[src/rtl/assert_macros.svh]
// assertion macros shared by the rtl modules
`ifndef ASSERT_MACROS_SVH
`define ASSERT_MACROS_SVH

`ifndef ASSERT_OFF

// property must hold at every clock edge outside reset
`define P2S_ASSERT(label, clk, rst_n, prop, msg) \
    label: assert property (@(posedge clk) disable iff (!rst_n) (prop)) else $error(msg);

// expression must never be true outside reset
`define P2S_ASSERT_NEVER(label, clk, rst_n, expr, msg) \
    label: assert property (@(posedge clk) disable iff (!rst_n) !(expr)) else $error(msg);

`else

`define P2S_ASSERT(label, clk, rst_n, prop, msg)
`define P2S_ASSERT_NEVER(label, clk, rst_n, expr, msg)

`endif

`endif

[src/rtl/p2s16_pkg.sv]
// types and constants of the pcm to stereo16 converter
package p2s16_pkg;

    localparam int unsigned FRAME_CNT_W = 16;
    localparam int unsigned FRAME_LIMIT = 32768;

    localparam logic [1:0] MONO_CHANNELS = 2'd1;

    typedef enum logic {
        FMT_U8    = 1'b0,
        FMT_S16LE = 1'b1
    } t_sample_fmt;

    typedef enum logic [1:0] {
        REG_CHANNEL_COUNT = 2'd0,
        REG_SAMPLE_FORMAT = 2'd1,
        REG_SPARE_2       = 2'd2,
        REG_SPARE_3       = 2'd3
    } t_reg_index;

    // position of the next byte inside the source frame
    typedef enum logic [1:0] {
        PH_LEFT_LO  = 2'd0,
        PH_LEFT_HI  = 2'd1,
        PH_RIGHT_LO = 2'd2,
        PH_RIGHT_HI = 2'd3
    } t_phase;

    typedef struct packed {
        logic [1:0]  channel_count;
        t_sample_fmt sample_format;
    } t_cfg;

    typedef struct packed {
        logic [7:0] data_byte;
        logic       last_byte;
    } t_in_item;

    typedef struct packed {
        logic signed [15:0] left_sample;
        logic signed [15:0] right_sample;
        logic               frame_valid;
        logic               frame_last;
    } t_out_item;

endpackage

[src/rtl/p2s16_cfg_regs.sv]
// configuration register file of the converter
module p2s16_cfg_regs
    import p2s16_pkg::*;
(
    input  logic       i_clk,
    input  logic       i_rst_n,
    input  logic       i_cfg_valid,
    output logic       o_cfg_ready,
    input  t_reg_index i_cfg_index,
    input  logic [1:0] i_cfg_data,
    output t_cfg       o_cfg
);

    t_cfg r_cfg;
    t_cfg n_cfg;

    assign o_cfg_ready = 1'b1;
    assign o_cfg       = r_cfg;

    always_comb begin
        n_cfg = r_cfg;
        if (i_cfg_valid) begin
            unique case (i_cfg_index)
                REG_CHANNEL_COUNT: n_cfg.channel_count = i_cfg_data;
                REG_SAMPLE_FORMAT: n_cfg.sample_format = t_sample_fmt'(i_cfg_data[0]);
                default: ;
            endcase
        end
    end

    always_ff @(posedge i_clk) begin
        if (!i_rst_n) begin
            r_cfg.channel_count <= 2'd2;
            r_cfg.sample_format <= FMT_S16LE;
        end else begin
            r_cfg <= n_cfg;
        end
    end

endmodule

[src/rtl/p2s16_frame_asm.sv]
// frame assembly: byte phase, held bytes and frame limit
module p2s16_frame_asm
    import p2s16_pkg::*;
(
    input  logic      i_clk,
    input  logic      i_rst_n,
    input  t_cfg      i_cfg,
    input  logic      i_accept,
    input  t_in_item  i_item,
    output logic      o_has_result,
    output t_out_item o_result
);

`include "assert_macros.svh"

    t_phase                 r_phase;
    t_phase                 n_phase;
    logic [7:0]             r_low_hold;
    logic [7:0]             n_low_hold;
    logic [15:0]            r_left_hold;
    logic [15:0]            n_left_hold;
    logic [FRAME_CNT_W-1:0] r_frames;
    logic [FRAME_CNT_W-1:0] n_frames;

    logic        mono;
    logic        done;
    logic        valid;
    logic [15:0] u8_word;
    logic [15:0] le_word;
    logic [15:0] left;
    logic [15:0] right;

    assign mono    = (i_cfg.channel_count == MONO_CHANNELS);
    assign u8_word = {i_item.data_byte ^ 8'h80, 8'h00};
    assign le_word = {i_item.data_byte, r_low_hold};

    always_comb begin
        n_phase     = r_phase;
        n_low_hold  = r_low_hold;
        n_left_hold = r_left_hold;
        n_frames    = r_frames;
        done        = 1'b0;
        valid       = 1'b0;
        left        = '0;
        right       = '0;

        if (i_cfg.sample_format == FMT_U8) begin
            if (mono) begin
                left  = u8_word;
                right = u8_word;
                done  = 1'b1;
            end else if (r_phase == PH_LEFT_LO) begin
                n_left_hold = u8_word;
                n_phase     = PH_LEFT_HI;
            end else begin
                left  = r_left_hold;
                right = u8_word;
                done  = 1'b1;
            end
        end else begin
            if (mono) begin
                if (r_phase == PH_LEFT_LO) begin
                    n_low_hold = i_item.data_byte;
                    n_phase    = PH_LEFT_HI;
                end else begin
                    left  = le_word;
                    right = le_word;
                    done  = 1'b1;
                end
            end else begin
                unique case (r_phase)
                    PH_LEFT_LO: begin
                        n_low_hold = i_item.data_byte;
                        n_phase    = PH_LEFT_HI;
                    end
                    PH_LEFT_HI: begin
                        n_left_hold = le_word;
                        n_phase     = PH_RIGHT_LO;
                    end
                    PH_RIGHT_LO: begin
                        n_low_hold = i_item.data_byte;
                        n_phase    = PH_RIGHT_HI;
                    end
                    PH_RIGHT_HI: begin
                        left  = r_left_hold;
                        right = le_word;
                        done  = 1'b1;
                    end
                    default: ;
                endcase
            end
        end

        if (done) begin
            n_phase = PH_LEFT_LO;
            if (r_frames < FRAME_CNT_W'(FRAME_LIMIT)) begin
                valid    = 1'b1;
                n_frames = r_frames + 1'b1;
            end
        end
        // frames past the limit give no result; a result without a valid frame reports zero samples
        if (!valid) begin
            left  = '0;
            right = '0;
        end
        if (i_item.last_byte) begin
            n_phase  = PH_LEFT_LO;
            n_frames = '0;
        end
    end

    assign o_has_result          = valid | i_item.last_byte;
    assign o_result.left_sample  = left;
    assign o_result.right_sample = right;
    assign o_result.frame_valid  = valid;
    assign o_result.frame_last   = i_item.last_byte;

    always_ff @(posedge i_clk) begin
        if (!i_rst_n) begin
            r_phase     <= PH_LEFT_LO;
            r_low_hold  <= '0;
            r_left_hold <= '0;
            r_frames    <= '0;
        end else if (i_accept) begin
            r_phase     <= n_phase;
            r_low_hold  <= n_low_hold;
            r_left_hold <= n_left_hold;
            r_frames    <= n_frames;
        end
    end

    `P2S_ASSERT(a_last_restarts, i_clk, i_rst_n, i_accept && i_item.last_byte |=> r_phase == PH_LEFT_LO && r_frames == '0, "last byte did not restart frame assembly")
    `P2S_ASSERT_NEVER(a_frames_bound, i_clk, i_rst_n, r_frames > FRAME_CNT_W'(FRAME_LIMIT), "frame count beyond limit")

endmodule

[src/rtl/pcm_to_stereo16_converter_core.sv]
// top level of the pcm byte stream to 16-bit stereo frame converter
// Takes one PCM byte per transfer and returns at most one stereo frame per byte, one byte
// every clock cycle at full rate. Each byte passes through the frame assembly logic in the
// cycle it is accepted and its result is registered in a single output register;
// the input stalls only while that register holds a result whose transfer is stalled.
// Configuration writes are always ready and take effect on the next byte; write them only
// while no byte is in flight.
module pcm_to_stereo16_converter_core
    import p2s16_pkg::*;
(
    input  logic       i_clk,
    input  logic       i_rst_n,
    input  logic       i_in_valid,
    output logic       o_in_stall,
    input  t_in_item   i_in_item,
    output logic       o_out_valid,
    input  logic       i_out_stall,
    output t_out_item  o_out_item,
    input  logic       i_cfg_valid,
    output logic       o_cfg_ready,
    input  t_reg_index i_cfg_index,
    input  logic [1:0] i_cfg_data
);

`include "assert_macros.svh"

    t_cfg      cfg;
    logic      in_accept;
    logic      has_result;
    t_out_item result;

    logic      r_out_valid;
    logic      n_out_valid;
    t_out_item r_out_item;

    assign o_in_stall = r_out_valid & i_out_stall;
    assign in_accept  = i_in_valid & ~o_in_stall;

    p2s16_cfg_regs u_cfg_regs (
        .i_clk       (i_clk),
        .i_rst_n     (i_rst_n),
        .i_cfg_valid (i_cfg_valid),
        .o_cfg_ready (o_cfg_ready),
        .i_cfg_index (i_cfg_index),
        .i_cfg_data  (i_cfg_data),
        .o_cfg       (cfg)
    );

    p2s16_frame_asm u_frame_asm (
        .i_clk        (i_clk),
        .i_rst_n      (i_rst_n),
        .i_cfg        (cfg),
        .i_accept     (in_accept),
        .i_item       (i_in_item),
        .o_has_result (has_result),
        .o_result     (result)
    );

    // a finished transfer frees the register for the result of the current byte
    always_comb begin
        n_out_valid = r_out_valid & i_out_stall;
        if (in_accept && has_result) begin
            n_out_valid = 1'b1;
        end
    end

    always_ff @(posedge i_clk) begin
        if (!i_rst_n) begin
            r_out_valid <= 1'b0;
        end else begin
            r_out_valid <= n_out_valid;
        end
    end

    always_ff @(posedge i_clk) begin
        if (in_accept && has_result) begin
            r_out_item <= result;
        end
    end

    assign o_out_valid = r_out_valid;
    assign o_out_item  = r_out_item;

    `P2S_ASSERT(a_zero_on_invalid, i_clk, i_rst_n, r_out_valid && !r_out_item.frame_valid |-> r_out_item.left_sample == '0 && r_out_item.right_sample == '0, "samples not cleared on invalid frame")
    `P2S_ASSERT(a_result_has_cause, i_clk, i_rst_n, r_out_valid |-> r_out_item.frame_valid || r_out_item.frame_last, "result without frame or last byte")

endmodule

[config.mk]
export PLATFORM = sky130hd
export DESIGN_NAME = pcm_to_stereo16_converter_core
export DESIGN_NICKNAME = d
export VERILOG_FILES = /design/src/rtl/p2s16_pkg.sv /design/src/rtl/p2s16_cfg_regs.sv /design/src/rtl/p2s16_frame_asm.sv /design/src/rtl/pcm_to_stereo16_converter_core.sv
export VERILOG_INCLUDE_DIRS = /design/src /design/src/rtl
export SDC_FILE = /design/constraint.sdc
export NUM_CORES = 1
export LEC_CHECK = 0
export ABC_AREA = 1
export BUFFER_PORTS_ARGS = -buffer_cell sky130_fd_sc_hd__buf_2
export CAP_MARGIN = 20
export CORE_ASPECT_RATIO = 0.7
export CORE_MARGIN = 2
export CORE_UTILIZATION = 50
export CTS_CLUSTER_SIZE = 25
export DETAILED_ROUTE_END_ITERATION = 16
export PLACE_DENSITY = 0.74
export SLEW_MARGIN = 20
export SYNTH_ARGS = -nofsm -noshare
export SYNTH_HDL_FRONTEND = slang
export SYNTH_SLANG_ARGS = --single-unit
[constraint.sdc]
create_clock -name i_clk -period 1.8 [get_ports i_clk]
set_clock_uncertainty 0.15 [all_clocks]
set_input_delay 0 -clock i_clk [delete_from_list [all_inputs] [get_ports i_clk]]
set_output_delay 0 -clock i_clk [all_outputs]
set_load 0.1 [all_outputs]
==> results.py <==
metrics = {
    "sta": {
        "fin_crit_sh_pct": 99.7,
        "max_freq_ghz": 0.557,
        "finalHoldViolCount": 0,
        "fin_hold_ws_ns": 0.100,
        "setup_tns_ns": 0,
        "rsz0062_at_grt": "true",
        "final-setup-viol-count": 0,
        "fin_crit_ns": 1.79,
        "final_max_slew_viol_count": 0,
    },
    "setup_path": {
        "cp_data_required_time_ns": 1.74,
        "arrival_ns": 1.73,
        "critPathLaunchType": "flip-flop",
        "critPathBufInv": 3,
        "cp_max_fo": 4,
        "worstSetupEndpointType": "flip-flop",
        "path_class": "reg -> reg",
        "cpMaxStageDelayCell": "dfxtp_4",
        "max_stage_delay_ns": 0.36,
        "worstPathCellList": "ha_1 -> inv_1 -> nor2_4 -> nand2_1 -> inv_2 -> buf_4 -> a21oi_1 -> o21ai_1",
        "crit_family": "flip-flops",
    },
    "clocking": {
        "h-tree-depth": 3,
        "cts_sinks": 80,
        "clk_latency_ns": 0.33,
        "clockBufferDepth": 2,
        "postCtsSetupBuffers": 0,
        "clk_pin_slew_ns": 0.06,
        "cts_root_buf": "clkbuf_16",
        "numCtsBuffers": 9,
        "cts_tree": "built",
    },
    "grt": {
        "use_met3_pct": 4.98,
        "grt_use_met2_pct": 36.1,
        "grt_max_degree": 21,
        "grt_pass1_vias": 3402,
        "grt_usage_pct": 23.7,
        "grt_pass1_wl_um": 16100,
        "grt_util_met1_pct": 34.0,
        "busiest_layer": "met2",
        "antenna_found_initial": 0,
        "gr-total-overflow": 0,
    },
    "worst_hold_path": {
        "min_path_type": "in -> reg",
    },
    "job": {
        "cap_violations": 0,
    },
    "yosys": {
        "ys.warnings.count": 0,
        "postSynthCellCount": 485,
        "synth.distinct_cells": 35,
        "ys.flop_type": "dfxtp_1",
        "synth-seq-cells": 80,
        "avgSynthCellArea_sq_um": 8.15,
        "synth.cell_area_sq_um": 3950,
        "yosysSeqAreaShare_pct": 49.1,
        "synth_edf_count": 34,
        "synth_nets": 510,
        "async_flop_share_pct": 0,
    },
    "detailed_routing": {
        "drc": 0,
        "antenna_left": 0,
        "drt_first_pass_iters": 5,
        "via_per_inst": 5.46,
        "vias": 3732,
        "wl_per_cell_um": 14.3,
        "wl_um": 9800,
        "drtIter0Drc": 298,
    },
    "pwr": {
        "p_per_area_nw_per_um2": 929,
        "leakage_nw": 1.96,
        "peakVddDrop_v": 0.000590,
    },
    "placed_design": {
        "dpl.hpwl_um": 7010,
        "gp_congestion": 0.953,
        "port-buffer-count": 53,
    },
    "floorplanning": {
        "rows": 27,
        "core_sq_um": 7770,
        "die_x_um": 110,
        "ios": 55,
        "initial_core_util_pct": 50.9,
        "fp.dieH_um": 78.4,
        "dieArea_sq_um": 8640,
    },
    "cells_and_area": {
        "antenna_cells": 0,
        "final_layout_size_suffix_gt1_share_pct": 23.0,
        "synthToLayoutAreaGrowth_pct": 27.2,
        "nNetsFinal": 603,
    },
    "status": {
        "status": "complete, no violations",
    },
}
==> path summary, 6_finish.rpt <==
path                                             startpoint                          end  slack [ns]  cells after the start
worst min-delay path                             i_in_valid  u_frame_asm.r_left_hold[10]        0.10                      7
worst max-delay path                 u_frame_asm.r_phase[0]               o_out_item[26]       0.006                      8
worst min register to register  u_frame_asm.r_left_hold[15]  u_frame_asm.r_left_hold[15]        0.31                      2
worst max register to register       u_frame_asm.r_phase[0]               o_out_item[26]       0.006                      8
==> cells in the final DEF, fill, tap and decap left out, types with 2 or more instances in the layout <==
master and instances:
a211oi_1 7, a211oi_2 2, a21oi_1 46, a22oi_1 3, a31oi_1 5, buf_12 2
buf_2 53, buf_4 28, clkbuf_16 9, clkinvlp_4 3, dfxtp_1 43, dfxtp_4 2
dlygate4sd3_1 19, edfxtp_1 34, ha_1 5, inv_1 43, inv_2 9, inv_6 2
nand2_1 78, nand2_2 3, nand2_4 2, nand3_1 39, nand3_2 5, nand4_1 9
nor2_1 56, nor2_2 3, nor2_4 2, nor3_1 5, o21ai_0 27, o21ai_1 17
o22ai_1 3, xnor2_1 4, xor2_1 3
==> timing repair <==
| action | 4_1_cts | 5_1_grt |
|---|---|---|
| pin swaps | 0 | 1 |
| setup endpoints to repair | 10 | 88 |
| hold buffers | 19 | 0 |
| gates resized for setup | 3 | 19 |
| endpoints found under the hold margin | 29 | 0 |
==> logic make-up (layout without fill, tap and decap cells) <==
group | count (synthesis) | after routing | share of synthesized area [%]
other cells | 1 | 1 | 0.0949
flops | 80 | 80 | 49.1
fa+ha+maj | 7 | 7 | 2.22
xor+xnor | 7 | 7 | 1.55
buf+inv | 72 | 170 | 7.60
simple gates | 205 | 205 | 23.8
compound gates | 113 | 113 | 15.6
==> Yosys cell counts, drive strengths merged (4+ instances only) <==
cell	instances	area (sq um)
nor2	61	249
o21ai	45	229
a211oi	9	67.6
nor3	6	30.0
a31oi	5	31.3
ha	7	87.6
edfxtp	34	1020
nand2	83	329
dfxtp	46	921
nand4	10	77.6
buf	12	75.1
xnor2	4	35.0
nand3	44	235
a21oi	46	230
clkbuf	8	30.0
inv	52	195
==> state kept, by name, indices dropped and copies added (netlist names) <==
register,count
o_out_item,34
u_cfg_regs.o_cfg,3
u_frame_asm.r_phase,2
u_frame_asm.r_frames,16
u_frame_asm.r_low_hold,8
o_out_valid,1
u_frame_asm.r_left_hold,16
==> power by group <==
group	switching (W)	leakage, nW	internal [W]
Clock	0.000768	0.134	0.000991
Combinational	0.000649	1.12	0.000215
Sequential	0.0000507	0.705	0.00200
==> worst reg2reg max path: stages (launching register included) <==
cell	delay, ns
dfxtp_4	0.36
ha_1	0.20
inv_1	0.11
nor2_4	0.05
nand2_1	0.14
inv_2	0.08
buf_4	0.16
a21oi_1	0.21
o21ai_1	0.09
==> metrics by stage <==
step / total power [W] / setup WS, ns / cells / instance area (sq um) / utilization (%)
finish: 0.00467 / 0.00588 / 684 / 5030 / 64.7
global route: 0.00483 / -0.0110 / 684 / 5030 / 64.7
CTS: 0.00467 / 0.0136 / 684 / 4980 / 64.1
detailed placement: 0.00289 / -0.0256 / 649 / 4490 / 57.8
global placement: 0.00288 / 0.0273 / 649 / 4490 / 57.8
floorplan: 0.00269 / 0.0333 / 485 / 3960 / -
==> per-layer routing <==
layer	up-vias	share of wire (%)
met5	-	0
met4	0	1.1
met3	19	8.5
met2	184	44
met1	1701	46
li1	1828	-
==> cell type report <==
cell class / count / area (sq um)
clock buffer: 10 / 239
clock inverter: 6 / 51.3
fill: 635 / 2740
inverter: 52 / 195
multi-input combinational: 333 / 1760
sequential: 80 / 1950
tap: 101 / 126
timing repair buffer: 102 / 706
(Power assumes the default switching activity.)
